<file path="src/rtl/bnms_pkg.sv">
package bnms_pkg;

   localparam int MAX_BOXES_DEF   = 64;
   localparam int MAX_BOXES_LIMIT = 64;
   localparam int COORD_BITS_DEF  = 16;

   localparam int CNT_W      = $clog2(MAX_BOXES_LIMIT + 1);
   localparam int KEPT_IDX_W = 6;

   localparam int                THR_W         = 17;
   localparam logic [THR_W-1:0]  THR_RESET     = 17'd29491;
   localparam int                IOU_ONE_SHIFT = 16;

   // descriptor queue depth, one box bank per slot
   localparam int QUEUE_DEPTH = 2;
   localparam int QPTR_W      = $clog2(QUEUE_DEPTH);

   localparam int                 CSR_ADDR_W        = 3;
   localparam int                 CSR_DATA_W        = 32;
   localparam int                 CSR_IDX_W         = CSR_ADDR_W - 2;
   localparam logic [CSR_IDX_W-1:0] CSR_IDX_THRESHOLD = 1'b0;

   typedef struct packed {
      logic [CNT_W-1:0] count;
      logic             overflow;
   } desc_type;

   typedef struct packed {
      logic              full;
      logic              empty;
      logic [QPTR_W-1:0] wr_bank;
      logic [QPTR_W-1:0] rd_bank;
   } q_status_type;

endpackage

</file>
<file path="src/rtl/bnms_queue.sv">
module bnms_queue import bnms_pkg::*; (
   input  logic         clock,
   input  logic         reset,
   input  logic         push,
   input  desc_type     push_desc,
   input  logic         pop,
   output q_status_type status,
   output desc_type     head
);

   desc_type          slot_ff [QUEUE_DEPTH];
   desc_type          slot_in;
   logic [QPTR_W-1:0] wr_ptr_ff, wr_ptr_in;
   logic [QPTR_W-1:0] rd_ptr_ff, rd_ptr_in;
   logic [QPTR_W:0]   fill_ff, fill_in;

   always_comb begin
      wr_ptr_in = push ? QPTR_W'(wr_ptr_ff + 1'b1) : wr_ptr_ff;
      rd_ptr_in = pop ? QPTR_W'(rd_ptr_ff + 1'b1) : rd_ptr_ff;
      fill_in   = fill_ff + (QPTR_W+1)'(push) - (QPTR_W+1)'(pop);
      slot_in   = push_desc;
   end

   always_ff @(posedge clock) begin
      if (reset) begin
         wr_ptr_ff <= '0;
         rd_ptr_ff <= '0;
         fill_ff   <= '0;
      end else begin
         wr_ptr_ff <= wr_ptr_in;
         rd_ptr_ff <= rd_ptr_in;
         fill_ff   <= fill_in;
      end
      if (push) begin
         slot_ff[wr_ptr_ff] <= slot_in;
      end
   end

   assign status.full    = (fill_ff == (QPTR_W+1)'(QUEUE_DEPTH));
   assign status.empty   = (fill_ff == '0);
   assign status.wr_bank = wr_ptr_ff;
   assign status.rd_bank = rd_ptr_ff;
   assign head           = slot_ff[rd_ptr_ff];

   a_no_overrun : assert property (@(posedge clock) disable iff (reset)
      status.full |-> !push || pop)
      else $error("queue push while full");
   a_no_underrun : assert property (@(posedge clock) disable iff (reset)
      status.empty |-> !pop)
      else $error("queue pop while empty");
   a_fill_tracks_ptrs : assert property (@(posedge clock) disable iff (reset)
      (fill_ff == '0 || fill_ff == (QPTR_W+1)'(QUEUE_DEPTH)) |-> wr_ptr_ff == rd_ptr_ff)
      else $error("queue pointers disagree with fill");

endmodule

</file>
<file path="config.mk">
export PLATFORM = sky130hd
export DESIGN_NAME = bnms_queue
export DESIGN_NICKNAME = d
export VERILOG_FILES = /design/src/rtl/bnms_pkg.sv /design/src/rtl/bnms_queue.sv
export SDC_FILE = /design/constraint.sdc
export NUM_CORES = 1
export LEC_CHECK = 0
export ABC_AREA = 1
export BUFFER_PORTS_ARGS = -buffer_cell sky130_fd_sc_hd__buf_2
export CAP_MARGIN = 20
export CELL_PAD_IN_SITES_DETAIL_PLACEMENT = 0
export CELL_PAD_IN_SITES_GLOBAL_PLACEMENT = 1
export CORE_MARGIN = 10
export CORE_UTILIZATION = 34
export DETAILED_ROUTE_END_ITERATION = 16
export PLACE_DENSITY_LB_ADDON = 0.15
export SLEW_MARGIN = 25
export SYNTH_ARGS = -nofsm -noshare
export SYNTH_HDL_FRONTEND = slang
export SYNTH_SLANG_ARGS = --single-unit
</file>
<file path="constraint.sdc">
create_clock -name clock -period 3.05 [get_ports clock]
set_clock_uncertainty 0.05 [all_clocks]
set_input_delay 0.1525 -clock clock [delete_from_list [all_inputs] [get_ports clock]]
set_output_delay 0.1525 -clock clock [all_outputs]
set_load 0.02 [all_outputs]
</file>
==> results of run 1 <==
==> cell usage in the layout, fill, tap and decap left out, drive strengths merged, types with 2 or more instances in the layout <==
cell,count
edfxtp,16
buf,23
ha,2
nand2,4
dlygate4sd3,8
nor2,8
mux2,8
clkbuf,3
inv,9
dfxtp,5
==> cell families after synthesis <==
family / count (synthesis)
AOI/OAI and AO/OA: 1
xor gates and xnor gates: 1
adders and majority gates: 2
buffers and inverters: 12
DFF: 21
muxes: 8
and+or+nand+nor: 14
==> routing by layer <==
layer,track usage (%),up-vias
met4,3.29,0
li1,-,260
met2,10.1,13
met5,0,-
met1,6.51,240
met3,2.12,2
==> metrics by stage <==
| stage | worst slack, ns | instances | area (sq um) |
|---|---|---|---|
| floorplan | 1.79 | 59 | 855 |
| global placement | 1.70 | 109 | 981 |
| detailed placement | 1.68 | 109 | 981 |
| CTS | 1.33 | 121 | 1090 |
| global route | 1.30 | 121 | 1090 |
| finish | 1.37 | 121 | 1090 |
==> power breakdown <==
group / switching, mW / internal, mW / leakage, nW
clock: 0.0821 / 0.0498 / 0.0139
combinational: 0.0587 / 0.0534 / 0.277
sequential: 0.0129 / 0.328 / 0.192
==> worst reg2reg max path: stages (launching register included) <==
cell     delay, ns
dfxtp_1       0.38
inv_1         0.06
ha_1          0.27
inv_1         0.04
ha_1          0.18
inv_1         0.05
nand2_1       0.05
a21oi_1       0.14
nor2_1        0.06
==> path summary, 6_finish.rpt <==
path	from	endpoint	slack [ns]	cells after the start
max	flop	head[2]	1.37	2
min	reset	fill_ff[0]	0.01	2
max reg2reg	fill_ff[0]	fill_ff[1]	1.68	8
min reg2reg	wr_ptr_ff	wr_ptr_ff	0.49	2
==> repair_timing <==
item / 4_1_cts / 5_1_grt
endpoints found under the hold margin: 16 / 0
resized for setup: 0 / 0
hold buffers: 8 / 0
==> area by class of cell <==
type	count	area [sq um]	share of cell area, %
inverters	9	33.8	3.10
repair buffers	31	195	17.9
flip-flops and latches	21	581	53.2
multi-input cells	26	214	19.6
clock buffers	3	22.5	2.06
clock inverters	1	7.51	0.688
well taps	30	37.5	3.44
==> state kept, by name, summed over array words and instances, names as in the netlist, named ones only <==
register   cells
slot_ff       16
wr_ptr_ff      1
rd_ptr_ff      1
fill_ff        2
==> impl_results.md, run 1 <==
- Outcome: finished, final reports clean
- Metal-1 WL: 616 um
- Util after Layout: 44.9%
- FILL cells: 240
- Worst hold margin: 0.0108 ns
- Post-synthesis register bit count: 21
- Core area: 2430 sq um
- Critical path, cell by cell: mux2_4, buf_2
- CP Max Fanout: 8
- Post-Synth Adder-Cell Area: 2.93%
- DR WL/cell: 11.3 um
- Initial Utilization: 35.1%
- LEAKAGE: 0.482 nW
- Htree depth: 1
- Mapped Cells: 59
- # diodes: 0
- Post-synthesis simple-gate area fraction: 6.44%
- Dominant cell type by area after synthesis: edfxtp_1
- Max-Cap Viols: 0
- Final setup violation count: 0
- Die span in x: 70.1 um
- Slew at the pin closest to its max-slew limit: 0.662 ns
- Antenna violations before repair: 0
- Die height: 70.1 um
- TritonCTS clock tree: built
- Clock Tree Root: clkbuf_4
- CP delay by family, top: flip-flops
- Total global-route track usage: 6.04%
- CTS Buffer Depth: 2
- Period utilisation layout: 55.1%
- Crit path capture type: output pin
- Min-delay worst type: in -> reg
- Mux cell area share after synthesis: 14.1%
- Async SR Flop Fraction: 0%
- Initial detailed-routing violation count: 13
- Worst-Skew Late Latency: 0.29 ns
- First-pass GRT wire length: 2420 um
- Gp weighted congestion: 0.670
- Syn avg cell area: 14.5 sq um
- Max Clk Rate: 595 MHz
- Synth cell types: 13
- TritonCTS Buffers: 3
- Final wirelength: 1370 um
- Post-synth top area share: 56.2%
- Detailed Place HPWL: 1050 um
- Top-count cell post-synth: edfxtp_1
- WL met3: 70 um
- Hold Fails Final Rpt: 0
- Critical Path RT: 2.85 ns
- Largest net degree at the start of global routing: 14
- Die ar.: 4920 sq um
- Metal2 WL: 671 um
- Routed vias: 515
- Clock Pin Slew Worst Setup and Hold Paths: 0.11 ns
- Slowest-stage cell, CP: dfxtp_1
- Max incr delay on CP: 0.68 ns
- IO Pins: 24
- Worst slew margin: 55.7%
- Crit Path Category: reg -> out
- Sink Count: 21
- Area contributors post-synth: edfxtp_1 56%, mux2_4 14%, dfxtp_1 12%
- Setup TNS: 0 ns
- Commonest cells post-synth: 16 x edfxtp_1, 9 x inv_1, 8 x mux2_4, 8 x nor2_1, 5 x dfxtp_1
- Final ANT Viol Nets: 0
- Synth warn: 0
- Fin crit period: 1.68 ns
- Post-Syn Area: 855 sq um
- Peak VDD IR: 299 uV
- Critical Path AT: 1.48 ns
- Total grt overflow: 0
- Total power: 0.585 mW
- Slew Viols, Final: 0
- Synth Area in Compound Gates: 0.586%
- CP Buf/Inv Count: 1
- Length of the first detailed-routing pass in iterations: 4
- Post-CTS Setup Bufs: 0
- Syn_nets: 73
- Largest family of logic cells by synthesized area: multiplexers
- Number of global-route vias before repair: 592
- RSZ-0062 raised after global routing: false
- Synth Flop Type: edfxtp_1
- Top routing layer used: met4
- Residual DRC count: 0
- Xor-xnor portion of the synthesized cell area: 1.02%
- Pwr/cell area: 536 nW/um^2
- Vias/cell: 4.26
- Port bufs: 23
- Seq/Total Area, Yosys: 67.9%
- EDFF count, synth: 16
- Setup crit start kind: flop
- Area grow syn2layout: 27.7%
- Final nets: 106
- Row Count: 18
- Share of cells above drive strength 1: 38.5%
(Power assumes the default switching activity.)
==> run 2, diff against run 1 <==
==> constraint.sdc (replaced) <==
create_clock -name clock -period 1.5 [get_ports clock]
set_clock_uncertainty 0.05 [all_clocks]
set_input_delay 0.075 -clock clock [delete_from_list [all_inputs] [get_ports clock]]
set_output_delay 0.075 -clock clock [all_outputs]
set_load 0.02 [all_outputs]
==> run 2 against run 1 <==
Effect of this change: routed wire length decreased by 3.1%; final area increased by 3.0%; worst hold slack improved by 0.0041 ns.
==> impl_results.md, run 2 (same netlist as run 1, synthesis figures left out) <==
- Die height: 70.1 um (unchanged)
- Top routing layer used: met4
- Period utilisation layout: 94.4%
- Number of global-route vias before repair: 507 (-14%)
- Worst slew margin: 76.3% (+21 points)
- IO Pins: 24 (unchanged)
- CP Buf/Inv Count: 2 (+1)
- Length of the first detailed-routing pass in iterations: 4 (unchanged)
- Max-Cap Viols: 0 (unchanged)
- LEAKAGE: 0.502 nW (+4.0%)
- Peak VDD IR: 568 uV (+90%)
- Metal-1 WL: 557 um (-9.6%)
- Placed Cells: 112 (+2.8%)
- FILL cells: 243 (+1.3%)
- Pwr/cell area: 1060 nW/um^2 (+98%)
- Row Count: 18 (unchanged)
- Fin crit period: 1.42 ns
- FF-to-FF path depth: 8 (unchanged)
- Max incr delay on CP: 0.33 ns (-0.35 ns)
- Critical Path AT: 1.29 ns (-0.19 ns)
- DP Worst Slack: 0.186 ns (-1.50 ns)
- Clock Pin Slew Worst Setup and Hold Paths: 0.11 ns (about the same)
- DR WL/cell: 10.6 um (-6.2%)
- Most frequent cells in the layout: 23 x buf_2, 16 x edfxtp_1, 9 x inv_1, 9 x dlygate4sd3_1
- Largest net degree at the start of global routing: 14 (unchanged)
- Core area: 2430 sq um (unchanged)
- Commonest non-fill, non-tap cell in the layout: buf_2
- Area taken by flip-flops and latches: 581 sq um (unchanged)
- Setup crit start kind: flop
- CP Max Fanout: 8 (unchanged)
- Final nets: 110 (+3.8%)
- Slew Viols, Final: 0 (unchanged)
- TritonCTS clock tree: built
- Area grow syn2layout: 31.5%
- Antenna violations before repair: 0 (unchanged)
- CTS Buffer Depth: 2 (unchanged)
- Worst r2r src: fill_ff[0]
- Final setup violation count: 0 (unchanged)
- R2r endpoint: fill_ff[1]
- Regs by FF count: slot_ff (16), fill_ff (2)
- Port bufs: 23 (unchanged)
- Routed vias: 509 (-1.2%)
- Total power: 1.19 mW (+100%)
- Setup TNS: 0 ns (unchanged)
- Post-CTS sizing: 0 (unchanged)
- Final ANT Viol Nets: 0 (unchanged)
- Initial Utilization: 35.1% (unchanged)
- Metal2 WL: 653 um (-2.7%)
- Final wirelength: 1330 um (-3.1%)
- Crit path capture type: output pin
- Multi-input logic area: 214 sq um (unchanged)
- Final setup margin: 0.0833 ns (-1.29 ns)
- Critical path, cell by cell: buf_4, mux2_4, buf_2
- Worst hold path depth: 3 (+1)
- Min-delay worst type: in -> reg
- Residual DRC count: 0 (unchanged)
- Initial detailed-routing violation count: 4 (-9)
- CP delay by family, top: buffers and inverters
- # diodes: 0 (unchanged)
- Total grt overflow: 0 (unchanged)
- WL met3: 98 um (+40%)
- Critical Path RT: 1.37 ns (-1.48 ns)
- Slew at the pin closest to its max-slew limit: 0.355 ns (-0.307 ns)
- Biggest register: slot_ff
- Sink Count: 21 (unchanged)
- Slowest-stage cell, CP: dfxtp_1
- Total global-route track usage: 5.55% (-0.49 points)
- First-pass GRT wire length: 2190 um (-9.4%)
- Worst-Skew Late Latency: 0.29 ns (about the same)
- Share of cells above drive strength 1: 40.0% (+1.5 points)
- Htree depth: 1 (unchanged)
- TritonCTS Buffers: 3 (unchanged)
- Die span in x: 70.1 um (unchanged)
- Die ar.: 4920 sq um (unchanged)
- Fin cells: 125 (+3.3%)
- Max reg flops: 16 (unchanged)
- Hold Fails Final Rpt: 0 (unchanged)
- Outcome: finished, final reports clean
- Vias/cell: 4.07 (-4.3%)
- Util after Layout: 46.2% (+1.3 points)
- Crit Path Category: reg -> out
- Reg2Reg Setup Slack: 0.17 ns (-1.51 ns)
- RSZ-0062 raised after global routing: false
- Min-delay src: pop
- Gp weighted congestion: 0.637 (-4.9%)
- Max Clk Rate: 706 MHz
- Clock Tree Root: clkbuf_4
- Detailed Place HPWL: 1030 um (-1.8%)
-- run 2: changes by cell type in the layout (fill, tap and decap cells not counted), sizes merged --
cell / previous run / this run
dlygate4sd3: 8 / 9
buf: 23 / 26
-- run 2: report_power, final --
group | internal (mW) | total [mW] | leakage, nW | switching, mW
clock network | 0.101 | 0.262 | 0.0139 | 0.161
logic | 0.118 | 0.248 | 0.296 | 0.130
registers | 0.667 | 0.681 | 0.192 | 0.0140
total | 0.886 | 1.19 | 0.502 | 0.306
-- run 2: cell type report --
class,count,area share (%)
clock buffers,3,2.00
clock inverters,1,0.668
inverters,9,3.01
multi-input cells,26,19.0
flip-flops and latches,21,51.7
well taps,30,3.34
repair buffers,35,20.3
-- run 2: what timing repair did --
action,in CTS,in global routing
hold buffers,9,0
setup buffers,0,0
endpoints found under the hold margin,20,0
-- run 2: worst register-to-register path, stage by stage, from the launching register on --
cell     delay [ns]
dfxtp_1        0.36
inv_1          0.05
ha_1           0.26
inv_1          0.04
ha_1           0.18
inv_1          0.05
nand2_1        0.05
a21oi_1        0.14
nor2_1         0.06
-- run 2: through the flow --
stage / area [sq um] / hold slack, ns
final: 1120 / 0.0149
after CTS: 1120 / 0.0156
after global routing: 1120 / 0.0470
after detailed placement: 1000 / 0.217
after floorplan: 855 / 0.0962
after global placement: 1000 / 0.213
-- run 2: worst max path at each step --
stage / depth (start not counted) / slack (ns) / to / startpoint
2_1_floorplan: 8 / 0.24 / fill_ff[1] / fill_ff[0]
3_3_place_gp: 8 / 0.21 / fill_ff[1] / fill_ff[0]
3_5_place_dp: 8 / 0.19 / fill_ff[1] / fill_ff[0]
4_1_cts: 3 / 0.07 / head[3] / flop
5_1_grt: 8 / 0.02 / fill_ff[1] / fill_ff[0]
6_report: 3 / 0.08 / head[3] / flop
-- run 2: metal layers --
layer / vias to the layer above / track usage [%]
li1: 268 / -
met1: 224 / 5.27
met2: 15 / 9.67
met3: 2 / 2.40
met4: 0 / 3.29
met5: - / 0
==> run 3, diff against run 2 <==
==> constraint.sdc (replaced) <==
create_clock -name clock -period 1.5 [get_ports clock]
set_clock_uncertainty 0.05 [all_clocks]
set_input_delay 0.075 -clock clock [delete_from_list [all_inputs] [get_ports clock]]
set_output_delay 0.075 -clock clock [all_outputs]
set_load 0.1 [all_outputs]
==> run 3 against run 2 <==
Effect of this change: register-to-register slack lost 0.04 ns; power grew 27%; final area grew 11%; utilization grew 5.2 points; largest power group unchanged; highest routed layer unchanged.
==> impl_results.md, run 3 (same netlist as run 1, synthesis figures left out) <==
- TritonCTS clock tree: built
- Post-CTS Setup Bufs: 0 (unchanged)
- RSZ-0062 raised after global routing: false
- Min-delay worst type: in -> reg
- Total power: 1.51 mW (+27%)
- FF-to-FF path depth: 8 (unchanged)
- Port bufs: 23 (unchanged)
- FILL cells: 224 (-7.8%)
- Peak VDD IR: 644 uV (+13%)
- Clock Tree Root: clkbuf_4
- Min-delay src: pop
- Critical Path AT: 1.29 ns (about the same)
- Crit Path Category: reg -> out
- Worst r2r src: fill_ff[0]
- Biggest register: slot_ff
- Setup crit start kind: flop
- Final wirelength: 1490 um (+12%)
- Fin crit period: 1.42 ns (+0.00323 ns)
- Vias/cell: 4.12 (+1.2%)
- Length of the first detailed-routing pass in iterations: 3 (-1)
- CTS Buffer Depth: 2 (unchanged)
- Residual DRC count: 0 (unchanged)
- Fin cells: 125 (unchanged)
- Core area: 2430 sq um (unchanged)
- Max Clk Rate: 704 MHz (-0.23%)
- Worst slew margin: 67.5% (-8.7 points)
- Initial detailed-routing violation count: 23 (+19)
- Die ar.: 4920 sq um (unchanged)
- Util after Layout: 51.4% (+5.2 points)
- Placed Cells: 112 (unchanged)
- Detailed Place HPWL: 1180 um (+15%)
- Initial Utilization: 35.1% (unchanged)
- Largest net degree at the start of global routing: 13 (-1)
- Max-Cap Viols: 0 (unchanged)
- Gp weighted congestion: 0.633 (-0.61%)
- LEAKAGE: 0.550 nW (+9.7%)
- Antenna violations before repair: 0 (unchanged)
- CP Max Fanout: 8 (unchanged)
- Final nets: 110 (unchanged)
- Share of cells above drive strength 1: 42.1% (+2.1 points)
- Worst-Skew Late Latency: 0.29 ns (about the same)
- Regs by FF count: slot_ff (16), fill_ff (2)
- TritonCTS Buffers: 3 (unchanged)
- Die height: 70.1 um (unchanged)
- Final setup violation count: 0 (unchanged)
- Max reg flops: 16 (unchanged)
- Most frequent cells in the layout: 16 x edfxtp_1, 15 x buf_2, 9 x inv_1, 9 x dlygate4sd3_1
- Final ANT Viol Nets: 0 (unchanged)
- Sink Count: 21 (unchanged)
- Row Count: 18 (unchanged)
- Clock Pin Slew Worst Setup and Hold Paths: 0.11 ns (about the same)
- First-pass GRT wire length: 2550 um (+17%)
- Outcome: finished, final reports clean
- DR WL/cell: 11.9 um (+12%)
- Critical Path RT: 1.37 ns (about the same)
- # diodes: 0 (unchanged)
- Number of global-route vias before repair: 569 (+12%)
- Pwr/cell area: 1210 nW/um^2 (+14%)
- Worst hold path depth: 3 (unchanged)
- Routed vias: 515 (+1.2%)
- Worst hold margin: 0.0179 ns (+0.00308 ns)
- IO Pins: 24 (unchanged)
- Die span in x: 70.1 um (unchanged)
- Crit path capture type: output pin
- Commonest non-fill, non-tap cell in the layout: edfxtp_1
- Slew Viols, Final: 0 (unchanged)
- Total grt overflow: 0 (unchanged)
- Htree depth: 1 (unchanged)
- Area grow syn2layout: 46.3%
- Total global-route track usage: 6.27% (+0.72 points)
- Hold Fails Final Rpt: 0 (unchanged)
- Setup TNS: 0 ns (unchanged)
- Period utilisation layout: 94.7% (+0.22 points)
- Slew at the pin closest to its max-slew limit: 0.490 ns (+0.135 ns)
-- run 3: final timing paths --
kind,slack [ns],to
setup / recovery,0.08,head[4]
setup reg to reg,0.13,fill_ff[1]
hold / removal,0.02,flop
hold reg to reg,0.48,wr_ptr_ff
-- run 3: cell type report --
class                           count  area, sq um  share of cell area [%]
Clock buffer                        3         22.5                    1.80
Clock inverter                      1         5.00                   0.400
Inverter                            9         33.8                    2.70
Multi-Input combinational cell     26          219                    17.5
Sequential cell                    21          581                    46.4
Tap cell                           30         37.5                    3.00
Timing Repair Buffer               35          352                    28.1
-- run 3: what timing repair did --
action                                  4_1_cts  5_1_grt
gates resized for setup                       0        1
hold buffers                                  9        0
endpoints found under the setup margin        0        8
endpoints found under the hold margin        20        0
-- run 3: critical path, cell delays in order, from the launching register on --
cell and delay [ns]:
dfxtp_1 0.34, buf_6 0.16, mux2_4 0.33, buf_12 0.17
-- run 3: per-stage QoR --
stage	worst slack, ns	area, sq um
after floorplan	0.198	860
after global placement	0.174	1130
after detailed placement	0.132	1130
after CTS	0.0305	1250
after global routing	0.00818	1250
final	0.0801	1250
-- run 3: power breakdown --
group          internal (mW)  switching [mW]
Combinational          0.191           0.379
Clock                 0.0989           0.156
Sequential             0.667          0.0169
-- run 3: layer usage --
| layer | routed length, um | vias up | global-route usage [%] |
|---|---|---|---|
| met1 | 603 | 233 | 6.75 |
| met3 | 88 | 2 | 2.82 |
| met5 | 0 | - | 0 |
| met2 | 788 | 12 | 10.7 |
| li1 | - | 268 | - |
| met4 | 10 | 0 | 1.97 |
