**src/rtl/bnms_pkg.sv**
```systemverilog
package bnms_pkg;

   localparam int MAX_BOXES_DEF   = 64;
   localparam int MAX_BOXES_LIMIT = 64;
   localparam int COORD_BITS_DEF  = 16;

   localparam int CNT_W      = $clog2(MAX_BOXES_LIMIT + 1);
   localparam int KEPT_IDX_W = 6;

   localparam int                THR_W         = 17;
   localparam logic [THR_W-1:0]  THR_RESET     = 17'd29491;
   localparam int                IOU_ONE_SHIFT = 16;

   // descriptor queue depth, one box bank per slot
   localparam int QUEUE_DEPTH = 2;
   localparam int QPTR_W      = $clog2(QUEUE_DEPTH);

   localparam int                 CSR_ADDR_W        = 3;
   localparam int                 CSR_DATA_W        = 32;
   localparam int                 CSR_IDX_W         = CSR_ADDR_W - 2;
   localparam logic [CSR_IDX_W-1:0] CSR_IDX_THRESHOLD = 1'b0;

   typedef struct packed {
      logic [CNT_W-1:0] count;
      logic             overflow;
   } desc_type;

   typedef struct packed {
      logic              full;
      logic              empty;
      logic [QPTR_W-1:0] wr_bank;
      logic [QPTR_W-1:0] rd_bank;
   } q_status_type;

endpackage

```
**src/rtl/bnms_front.sv**
```systemverilog
module bnms_front import bnms_pkg::*; #(
   parameter  int MAX_BOXES  = MAX_BOXES_DEF,
   parameter  int COORD_BITS = COORD_BITS_DEF,
   localparam int IW         = $clog2(MAX_BOXES),
   localparam int CW         = $clog2(MAX_BOXES + 1),
   localparam int AW         = QPTR_W + IW,
   localparam int BW         = 4 * COORD_BITS
) (
   input  logic                  clock,
   input  logic                  reset,
   input  logic                  req_valid,
   output logic                  req_ready,
   input  logic [COORD_BITS-1:0] req_box_cx,
   input  logic [COORD_BITS-1:0] req_box_cy,
   input  logic [COORD_BITS-1:0] req_box_w,
   input  logic [COORD_BITS-1:0] req_box_h,
   input  logic                  req_last_box,
   input  q_status_type          q_status,
   output logic                  push,
   output desc_type              push_desc,
   output logic                  mem_wr_en,
   output logic [AW-1:0]         mem_wr_addr,
   output logic [BW-1:0]         mem_wr_data
);

   logic [CW-1:0] count_ff, count_in;
   logic          ovf_ff, ovf_in;
   logic          accept;
   logic          room;
   logic [CW-1:0] count_new;
   logic          ovf_new;

   always_comb begin
      req_ready   = !q_status.full;
      accept      = req_valid && req_ready;
      room        = (count_ff < CW'(MAX_BOXES));
      mem_wr_en   = accept && room;
      mem_wr_addr = {q_status.wr_bank, count_ff[IW-1:0]};
      mem_wr_data = {req_box_cx, req_box_cy, req_box_w, req_box_h};
      count_new   = count_ff + CW'(mem_wr_en);
      ovf_new     = ovf_ff || (accept && !room);
      push        = accept && req_last_box;
      push_desc.count    = CNT_W'(count_new);
      push_desc.overflow = ovf_new;
      count_in    = push ? '0 : count_new;
      ovf_in      = push ? 1'b0 : ovf_new;
   end

   always_ff @(posedge clock) begin
      if (reset) begin
         count_ff <= '0;
         ovf_ff   <= 1'b0;
      end else begin
         count_ff <= count_in;
         ovf_ff   <= ovf_in;
      end
   end

   a_wr_in_range : assert property (@(posedge clock) disable iff (reset)
      mem_wr_en |-> count_ff < CW'(MAX_BOXES))
      else $error("box written beyond capacity");
   a_push_not_full : assert property (@(posedge clock) disable iff (reset)
      push |-> !q_status.full)
      else $error("set closed into a full queue");
   a_count_restarts : assert property (@(posedge clock) disable iff (reset)
      push |=> count_ff == '0 && !ovf_ff)
      else $error("set state not cleared after last box");

endmodule

```
**config.mk**
```make
export PLATFORM = sky130hd
export DESIGN_NAME = bnms_front
export DESIGN_NICKNAME = d
export VERILOG_FILES = /design/src/rtl/bnms_pkg.sv /design/src/rtl/bnms_front.sv
export SDC_FILE = /design/constraint.sdc
export NUM_CORES = 1
export LEC_CHECK = 0
export BUFFER_PORTS_ARGS = -buffer_cell sky130_fd_sc_hd__clkbuf_2
export CAP_MARGIN = 40
export CORE_MARGIN = 4
export CORE_UTILIZATION = 28
export DETAILED_ROUTE_END_ITERATION = 8
export PLACE_DENSITY = 0.93
export SYNTH_ARGS = -nofsm -noshare
export SYNTH_HDL_FRONTEND = slang
export SYNTH_SLANG_ARGS = --single-unit
```
**constraint.sdc**
```tcl
create_clock -name clock -period 1.7 [get_ports clock]
set_input_delay 0.085 -clock clock [delete_from_list [all_inputs] [get_ports clock]]
set_output_delay 0.085 -clock clock [all_outputs]
set_load 0.005 [all_outputs]
```
==> results of run 1 <==
==> repair_timing <==
action                                  4_1_cts  5_1_grt
endpoints found under the setup margin        6        5
hold buffers                                  0        0
pin swaps                                     2        1
buffers inserted                              2        0
resized for setup                             8        5
==> flip-flops by register name, summed over array words and instances, names as in the netlist <==
signal    flops
count_ff      7
ovf_ff        1
==> cell type report <==
cell class              count  area (um^2)  area share
multi-input cells          28          253       0.383
well taps                  44         55.1      0.0833
repair buffers             28          158       0.239
clock buffers               3         22.5      0.0341
inverters                   3         11.3      0.0170
flip-flops and latches      8          161       0.244
==> metrics by stage <==
stage	worst slack (ps)	util	TNS (ps)
floorplan	9.59	-	0
global placement	60.5	0.185	0
detailed placement	-36.8	0.185	-36.8
CTS	-156	0.209	-319
global route	-264	0.213	-801
finish	-165	0.213	-358
==> how the worst max path moves through the flow <==
stage,start,end,slack (ps),cells after the start
6_report,count_ff[6],push_desc[7],-170,7
5_1_grt,count_ff[6],push_desc[7],-260,7
4_1_cts,count_ff[6],push_desc[7],-160,7
3_5_place_dp,count_ff[6],push_desc[7],-40,7
3_3_place_gp,count_ff[6],push_desc[7],60,7
2_1_floorplan,count_ff[6],count_ff[6],10,6
==> routing by layer <==
layer | track usage | up-vias
met1 | 0.0518 | 217
met4 | 0.119 | 0
met3 | 0.0547 | 22
met5 | 0 | -
met2 | 0.0961 | 39
li1 | - | 194
==> cell usage in the layout (no fill, tap or decap), drive strengths merged <==
master | synthesis | layout
a31o | 1 | 1
nor3b | 1 | 1
and3b | 1 | 1
dfxtp | 8 | 8
xnor2 | 2 | 2
nand3 | 3 | 3
ha | 2 | 2
a21oi | 2 | 2
or3 | 2 | 2
nor2 | 2 | 2
buf | 73 | 9
xor2 | 1 | 1
o21ai | 2 | 2
clkbuf | 0 | 22
inv | 3 | 3
nand2 | 4 | 4
or2 | 1 | 1
nor2b | 4 | 4
==> worst max-delay path, cell delays in order (launching register included) <==
cell,delay [ps]
dfxtp_2,330
nor3b_4,190
ha_2,230
ha_4,140
nand3_2,60
or3_4,390
nand2_2,70
clkbuf_2,100
==> cell families after synthesis <==
family	after synthesis	share of synthesized area
buf+inv	76	0.604
simple gates	18	0.128
xor+xnor	3	0.0285
flops	8	0.174
compound gates	5	0.0393
fa+ha+maj	2	0.0271
==> power groups by stage <==
stage          clock [W]  combinational [W]  sequential, W
6_report        0.000151          0.0000425       0.000192
5_1_grt         0.000166          0.0000482       0.000193
3_5_place_dp           0          0.0000373       0.000196
3_3_place_gp           0          0.0000368       0.000196
2_1_floorplan          0           0.000145       0.000196
4_1_cts         0.000158          0.0000414       0.000192
==> reports/qor.yml, run 1 <==
detailed_routing:
  met2_length_um: 683
  routed-via-count: 472
  drc_errors: 0
  finalWirelength_um: 1600
  via_per_inst: 4.14
  wl_met1_um: 441
  routed-wl-met3_um: 302
  drt_pre_antenna_iters: 2
  antenna_left: 0
  dr.max_layer_used: "met4"
  wire_per_inst_um: 14.0
  drt_iter0_drc: 10
timing:
  fmax_ghz: 0.536
  grt_setup_unrepaired: "yes"
  hold_viol: 0
  setup_ws_ps: -165
  min_period_ps: 1870
  fin_crit_sh: 1.10
  worst_pin_slew_ps: 439
  holdWs_ps: 170
  drv_slew: 0
  finClkSkew_ps: 6.85
  relSlewSlack: 0.707
  setup_viol: 4
floorplan:
  start_util: 0.297
  dieHeight_um: 65.4
  rows: 20
  die_area_um2: 4280
  die_w_um: 65.4
  ios: 154
  coreArea_um2: 3100
outcome:
  status: "finished, violations left"
  violations: "negative setup slack"
place:
  routabilityCongestion: 0.700
  dp.cells: 109
  dpl-instance-area_um2: 574
  hpwlAfterDp_um: 1250
  port_buffers: 21
grt:
  grt_pass1_vias: 470
  grt_pass1_wl_um: 2290
  grt_max_degree: 9
  antenna_found_initial: 0
  grt_overflow: 0
  grt.total_usage: 0.0729
cts:
  numCtsBuffers: 3
  root_buffer: "clkbuf_4"
  cts.path.max_buffers: 2
  cts_max_level: 1
  clkTransAtPathRegs_ps: 60
  cts_tree: "done"
  clock_sinks: 8
  insertion_delay_ps: 260
logic_synthesis:
  yosysTopAreaCellShare: 0.586
  synthTopCellsByCount: "buf_4 (72), dfxtp_1 (8), nand2_1 (4), nor2b_2 (4), inv_1 (3)"
  ys.flop_type: "dfxtp_1"
  yosys.area.top_type: "buf_4"
  synth_edf_count: 0
  async_reset_ff_frac: 0
  syn_inst: 112
  yosysSeqAreaShare: 0.174
  synth-warning-count: 0
  yosysUniqueCellTypes: 21
  syn_area_um2: 922
  synth_seq_cells: 8
  synth_most_common_cell: "buf_4"
  syn_avg_cell_area_um2: 8.23
  synth.area.top_cells: "buf_4 (59%), dfxtp_1 (17%), nor2b_2 (3.8%)"
  synth_nets: 186
flow_run:
  cap_viol_max_count: 0
hold_path:
  min_path_cells: 0
  hold_start: "req_box_w[3]"
  worstHoldPathType: "in -> out"
  hold_end: "mem_wr_data[19]"
critical_path:
  r2r_cells: 6
  r2r_end: "count_ff[6]"
  critical_path_required_ps: 1620
  r2r-start: "count_ff[6]"
  cp-start-kind: "flip-flop"
  endpoint_kind: "primary output"
  worstPathMaxFanout: 2
  path_class: "reg -> out"
  rrSetupSlack_ps: 150
  arrival_ps: 1780
final_layout:
  drive_gt1_frac: 0.700
  num-nets-final: 146
  layout.cells.non_filler: 114
  fill_cells: 355
  fin_area_um2: 661
  antenna_cells: 0
  areaGrowthSynthToFinish_pct: -28.4
power:
  combPwrFrac: 0.110
  switching_share: 0.241
  p_int_w: 0.000293
  p_switching_w: 0.0000931
  p_total_w: 0.000386
  leakage_nw: 0.313
  seq_power_share: 0.498
  ir_drop_mv: 0.131
  p_clk_frac: 0.392
  power_density_nw_per_um2: 584
Note: power is estimated with default switching activity, not from simulation.
==> run 2: changes to the inputs <==
==> constraint.sdc (replaced) <==
create_clock -name clock -period 1.7 [get_ports clock]
set_input_delay 0.085 -clock clock [delete_from_list [all_inputs] [get_ports clock]]
set_output_delay 0.085 -clock clock [all_outputs]
set_load 0.1 [all_outputs]
==> run 2 against run 1 <==
  * Wire length up 11%
  * The flow still finishes with violations (negative setup slack)
  * Count of clock-buffer cells in the layout unchanged
  * Clock power about the same
  * Utilization up 8.5 points
  * First-iteration DRC count unchanged
  * Via count up 1.1%
  * Combinational power rose to 3.1 times the previous value
  * Flip-flop and latch count unchanged
  * Final area up 40%
  * Final cell count up 5.3%
  * Worst hold slack about the same
==> reports/qor.yml, run 2 (synthesized netlist as in run 1, its figures left out) <==
outcome:
  status: "finished, violations left"  # unchanged
  violations: "negative setup slack"  # unchanged
critical_path:
  r2r-start: "count_ff[6]"  # unchanged
  r2r_end: "count_ff[4]"  # was count_ff[6]
  path_class: "reg -> out"  # unchanged
  endpoint_kind: "primary output"  # unchanged
  rrSetupSlack_ps: -10  # was 150 ps
  cp-start-kind: "flip-flop"  # unchanged
  critical_path_required_ps: 1620  # about the same
  r2r_cells: 9  # was 6
  worstPathMaxFanout: 2  # unchanged
  arrival_ps: 1870  # was 1780 ps
final_layout:
  top_register: "count_ff"  # unchanged
  largest_register_ffs: 7  # unchanged
  drive_gt1_frac: 0.789  # was 0.700
  seq_area_um2: 161  # unchanged
  areaGrowthSynthToFinish_pct: 0.271  # was -28.4%
  num-nets-final: 152  # was 146
  post-route-util: 0.298  # was 0.213
  mostFrequentLayoutCell: "clkbuf_2"  # unchanged
  fill_cells: 328  # was 355
  layout_common_cells: "clkbuf_2 (15), buf_4 (11), dfxtp_1 (7)"  # was clkbuf_2 (19), dfxtp_1 (7), buf_4 (7)
  multi_input_area_um2: 374  # was 253 um^2
  antenna_cells: 0  # unchanged
  top_regs: "count_ff x7, ovf_ff x1"  # unchanged
cts:
  cts-hold-fix-buffers: 0  # unchanged
  insertion_delay_ps: 260  # about the same
  clock_sinks: 8  # unchanged
  cts_tree: "done"  # unchanged
  clkTransAtPathRegs_ps: 50  # was 60 ps
  cts.path.max_buffers: 2  # unchanged
  root_buffer: "clkbuf_4"  # unchanged
  numCtsBuffers: 3  # unchanged
  cts_max_level: 1  # unchanged
timing:
  fin_setup_tns_ps: -856  # was -358 ps
  hold_viol: 0  # unchanged
  holdWs_ps: 170  # about the same
  fin_crit_sh: 1.15  # was 1.10
  min_period_ps: 1960  # was 1870 ps
  grt_setup_unrepaired: "yes"  # unchanged
  setup_ws_ps: -256  # was -165 ps
  worst_pin_slew_ps: 551  # was 439 ps
  finClkSkew_ps: 1.57  # was 6.85 ps
  drv_slew: 0  # unchanged
  fmax_ghz: 0.511  # was 0.536 GHz
  relSlewSlack: 0.635  # was 0.707
  setup_viol: 6  # was 4
power:
  power_density_nw_per_um2: 514  # was 584 nW/um^2
  p_total_w: 0.000475  # was 0.000386 W
  leakage_nw: 0.380  # was 0.313 nW
  ir_drop_mv: 0.193  # was 0.131 mV
floorplan:
  ios: 154  # unchanged
  start_util: 0.297  # unchanged
  coreArea_um2: 3100  # unchanged
  dieHeight_um: 65.4  # unchanged
  die_area_um2: 4280  # unchanged
  die_w_um: 65.4  # unchanged
  rows: 20  # unchanged
place:
  hpwlAfterDp_um: 1490  # was 1250 um
  port_buffers: 21  # unchanged
  routabilityCongestion: 0.715  # was 0.700
  place_ws_ps: 9.02  # was -36.8 ps
grt:
  grt_max_degree: 9  # unchanged
  grt_pass1_wl_um: 2550  # was 2290 um
  antenna_found_initial: 0  # unchanged
  grt_pass1_vias: 497  # was 470
  grt_overflow: 0  # unchanged
  grt.total_usage: 0.0807  # was 0.0729
hold_path:
  worstHoldPathType: "in -> out"  # unchanged
  hold_end: "mem_wr_data[0]"  # was mem_wr_data[19]
  min_path_cells: 0  # unchanged
  hold_start: "req_box_h[0]"  # was req_box_w[3]
detailed_routing:
  antenna_left: 0  # unchanged
  routed-via-count: 477  # was 472
  drt_iter0_drc: 10  # unchanged
  via_per_inst: 3.98  # was 4.14
  wire_per_inst_um: 14.8  # was 14.0 um
  drc_errors: 0  # unchanged
  finalWirelength_um: 1770  # was 1600 um
  drt_pre_antenna_iters: 3  # was 2
flow_run:
  cap_viol_max_count: 0  # unchanged
run 2: metal layers:
layer	track usage	vias to the layer above	routed length (um)
met4	0.0648	0	66
met2	0.149	46	983
met5	0	-	0
met3	0.0513	13	301
met1	0.0549	210	423
li1	-	208	-
run 2: metrics by stage:
| step | instance area [um^2] | std cells |
|---|---|---|
| floorplan | 1090 | 112 |
| finish | 925 | 120 |
| detailed placement | 845 | 111 |
| global placement | 845 | 111 |
| global route | 925 | 120 |
| CTS | 905 | 118 |
run 2: power breakdown:
part           internal [W]  switching, W  leakage (nW)  total [W]
Combinational     0.0000313     0.0000998         0.301   0.000131
Sequential         0.000190    0.00000335        0.0651   0.000193
Clock             0.0000811     0.0000696        0.0138   0.000151
run 2: timing repair:
item,4_1_cts,5_1_grt
setup buffers,4,2
endpoints found under the setup margin,5,6
pin swaps,2,3
gates cloned,0,0
resized for setup,2,1
run 2: final cells by class:
| type | count | share of cell area |
|---|---|---|
| timing repair buffer | 34 | 0.325 |
| clock buffer | 3 | 0.0244 |
| multi-input combinational | 28 | 0.405 |
| tap | 44 | 0.0595 |
| sequential | 8 | 0.175 |
| inverter | 3 | 0.0122 |
run 2: worst max-delay path, stage by stage (launching register included):
cell	delay (ps)
dfxtp_2	330
nor3b_4	230
ha_4	180
buf_4	120
nand3_2	80
or3_4	430
nand2_8	70
buf_12	160
run 2: how the worst max path moves through the flow:
stage,start,end,slack (ps),depth (start not counted)
3_3_place_gp,count_ff[6],push_desc[7],50,7
4_1_cts,count_ff[6],push_desc[7],-240,7
5_1_grt,count_ff[6],push_desc[6],-300,7
2_1_floorplan,count_ff[6],count_ff[4],-1040,6
6_report,count_ff[6],push_desc[6],-260,7
3_5_place_dp,count_ff[6],push_desc[7],9,7
==> run 3: changes to the inputs <==
--- a/config.mk
+++ b/config.mk
@@ -5,11 +5,13 @@
 export SDC_FILE = /design/constraint.sdc
 export NUM_CORES = 1
 export LEC_CHECK = 0
+export ABC_AREA = 1
 export BUFFER_PORTS_ARGS = -buffer_cell sky130_fd_sc_hd__clkbuf_2
 export CAP_MARGIN = 40
 export CORE_MARGIN = 4
-export CORE_UTILIZATION = 28
+export CORE_UTILIZATION = 29
 export DETAILED_ROUTE_END_ITERATION = 8
+export GPL_TIMING_DRIVEN = 1
 export PLACE_DENSITY = 0.93
 export SYNTH_ARGS = -nofsm -noshare
 export SYNTH_HDL_FRONTEND = slang
==> run 3 against run 2 <==
  * Non-clock buffer count down 11
  * Setup slack better by 280 ps
  * Sequential power about the same
  * Area after synthesis up 6.6%
  * Worst hold slack unchanged
  * Final cell count up 8.3%
  * Critical path depth up 2
  * Clock skew down 0.90 ps
  * Register-to-register slack better by 390 ps
  * Maximum frequency up 17%
  * The flow now finishes without violations
  * Clock power about the same
  * Count of clock-buffer cells in the layout unchanged
==> reports/qor.yml, run 3 <==
critical_path:
  endpoint_kind: "primary output"  # unchanged
  worstPathMaxFanout: 4  # was 2
  path_class: "reg -> out"  # unchanged
  critical_path_required_ps: 1620  # about the same
  arrival_ps: 1590  # was 1870 ps
  cp-start-kind: "flip-flop"  # unchanged
place:
  routabilityCongestion: 0.793  # was 0.715
  hpwlAfterDp_um: 1190  # was 1490 um
  port_buffers: 21  # unchanged
power:
  switching_share: 0.365  # was 0.363
  seq_power_share: 0.410  # was 0.407
  combPwrFrac: 0.274  # was 0.276
  p_int_w: 0.000299  # was 0.000303 W
  p_clk_frac: 0.316  # was 0.317
  leakage_nw: 0.343  # was 0.380 nW
  p_switching_w: 0.000172  # was 0.000173 W
  power_density_nw_per_um2: 569  # was 514 nW/um^2
  p_total_w: 0.000471  # was 0.000475 W
  ir_drop_mv: 0.509  # was 0.193 mV
logic_synthesis:
  syn_inst: 132  # was 112
  yosysTopAreaCellShare: 0.550  # was 0.586
  synth-warning-count: 0  # unchanged
  synth_top_family_by_area: "buffers and inverters"  # unchanged
  synthAdderAreaFrac: 0.0254  # was 0.0271
  yosys.area.top_type: "buf_4"  # unchanged
  yosysSeqAreaShare: 0.163  # was 0.174
  synth-xor-area-share: 0  # was 0.0285
  ys.flop_type: "dfxtp_1"  # unchanged
  synth_seq_cells: 8  # unchanged
  synth_edf_count: 0  # unchanged
  async_reset_ff_frac: 0  # unchanged
  yosysUniqueCellTypes: 16  # was 21
  synthMuxAreaShare: 0  # unchanged
  synth_nets: 206  # was 186
  synth_most_common_cell: "buf_4"  # unchanged
  synthSimpleGateAreaFrac: 0.140  # was 0.128
  syn_area_um2: 983  # was 922 um^2
  synth.area.top_cells: "buf_4 (55%), dfxtp_1 (16%), inv_1 (5.3%)"  # was buf_4 (59%), dfxtp_1 (17%), nor2b_2 (3.8%)
  synth_compound_area_frac: 0.0649  # was 0.0393
  syn_avg_cell_area_um2: 7.45  # was 8.23 um^2
  synthTopCellsByCount: "buf_4 (72), inv_1 (14), nand2_1 (10), dfxtp_1 (8), nor2_1 (7)"  # was buf_4 (72), dfxtp_1 (8), nand2_1 (4), nor2b_2 (4), inv_1 (3)
detailed_routing:
  drt_iter0_drc: 5  # was 10
  finalWirelength_um: 1460  # was 1770 um
  drc_errors: 0  # unchanged
  via_per_inst: 4.08  # was 3.98
  antenna_left: 0  # unchanged
  routed-via-count: 530  # was 477
  drt_pre_antenna_iters: 4  # was 3
  wire_per_inst_um: 11.2  # was 14.8 um
cts:
  cts-hold-fix-buffers: 0  # unchanged
  cts.path.max_buffers: 2  # unchanged
  cts_max_level: 1  # unchanged
  numCtsBuffers: 3  # unchanged
  clock_sinks: 8  # unchanged
  root_buffer: "clkbuf_4"  # unchanged
  insertion_delay_ps: 260  # about the same
  clkTransAtPathRegs_ps: 50  # about the same
  cts_tree: "done"  # unchanged
final_layout:
  top_regs: "count_ff x7, ovf_ff x1"  # unchanged
  drive_gt1_frac: 0.581  # was 0.789
  num-nets-final: 162  # was 152
  mostFrequentLayoutCell: "clkbuf_2"  # unchanged
  fill_cells: 361  # was 328
  top_register: "count_ff"  # unchanged
  antenna_cells: 0  # unchanged
  layout_common_cells: "clkbuf_2 (15), inv_1 (12), nand2_1 (7), dfxtp_1 (7), buf_12 (6)"  # was clkbuf_2 (15), buf_4 (11), dfxtp_1 (7)
  areaGrowthSynthToFinish_pct: -15.8  # was 0.271%
  largest_register_ffs: 7  # unchanged
timing:
  fin_setup_tns_ps: 0  # was -856 ps
  setup_viol: 0  # was 6
  relSlewSlack: 0.636  # was 0.635
  drv_slew: 0  # unchanged
  fin_crit_sh: 0.986  # was 1.15
  grt_setup_unrepaired: "yes"  # unchanged
  min_period_ps: 1680  # was 1960 ps
  fmax_ghz: 0.597  # was 0.511 GHz
  hold_viol: 0  # unchanged
  worst_pin_slew_ps: 548  # was 551 ps
  finClkSkew_ps: 0.666  # was 1.57 ps
grt:
  grt_pass1_wl_um: 2350  # was 2550 um
  antenna_found_initial: 0  # unchanged
  grt_overflow: 0  # unchanged
  grt_max_degree: 9  # unchanged
  grt.total_usage: 0.0736  # was 0.0807
  grt_pass1_vias: 532  # was 497
flow_run:
  cap_viol_max_count: 0  # unchanged
floorplan:
  rows: 20  # unchanged
  coreArea_um2: 3150  # was 3100 um^2
  dieHeight_um: 66.2  # was 65.4 um
  start_util: 0.312  # was 0.297
  ios: 154  # unchanged
  die_area_um2: 4390  # was 4280 um^2
  die_w_um: 66.2  # was 65.4 um
hold_path:
  worstHoldPathType: "in -> out"  # unchanged
outcome:
  status: "complete, no violations"  # was finished, violations left
run 3: cell families (layout without fill, tap and decap cells):
family / Yosys count / count (layout)
AO/OA/AOI/OAI: 6 / 6
flip-flops: 8 / 8
AND/OR/NAND/NOR: 29 / 29
buffers and inverters: 87 / 41
adder cells (fa/ha/maj): 2 / 2
run 3: layout make-up:
type	count	area [um^2]	area share
Sequential cell	8	161	0.195
Multi-Input combinational cell	37	303	0.366
Tap cell	44	55.1	0.0665
Clock buffer	3	22.5	0.0272
Inverter	15	76.3	0.0921
Timing Repair Buffer	23	210	0.254
run 3: power groups by stage:
stage	Combinational [W]	Clock (W)	Sequential, W
after floorplan	0.000837	0	0.000197
after global placement	0.000128	0	0.000197
after detailed placement	0.000129	0	0.000197
after CTS	0.000130	0.000158	0.000193
after global routing	0.000135	0.000166	0.000194
final	0.000129	0.000149	0.000193
run 3: routing by layer:
| layer | share of wire | vias up | track usage |
|---|---|---|---|
| li1 | - | 235 | - |
| met1 | 0.32 | 231 | 0.0645 |
| met2 | 0.43 | 48 | 0.0954 |
| met3 | 0.19 | 16 | 0.0612 |
| met4 | 0.049 | 0 | 0.0838 |
| met5 | 0 | - | 0 |
run 3: per-stage QoR:
step	hold WS [ps]	utilization	std cells	cell area, um^2	worst slack, ps
floorplan	215	-	132	1080	-310
global placement	171	0.249	125	786	208
detailed placement	171	0.249	125	786	184
CTS	171	0.259	129	816	-30.1
global route	170	0.263	130	828	-104
finish	170	0.263	130	828	24.2
run 3: path summary, 6_finish.rpt:
path                      from         endpoint  slack (ps)  cells after the start
hold / removal    req_box_w[1]  mem_wr_data[17]         170                      0
setup reg to reg   count_ff[6]      count_ff[6]         380                      9
hold reg to reg         ovf_ff           ovf_ff         520                      4
setup / recovery   count_ff[6]     push_desc[7]          20                      9
run 3: repair_timing:
action / 4_1_cts / 5_1_grt
setup endpoints to repair: 1 / 2
pin swaps: 1 / 1
buffers inserted: 1 / 1
resized for setup: 0 / 1
run 3: critical path: stages, from the launching register on:
cell and delay [ps]:
dfxtp_2 340, nor2_4 100, ha_4 150, ha_4 130
nand2_2 70, nor2_4 90, nand3_1 80, nand2_2 90
clkinvlp_4 100, buf_12 170
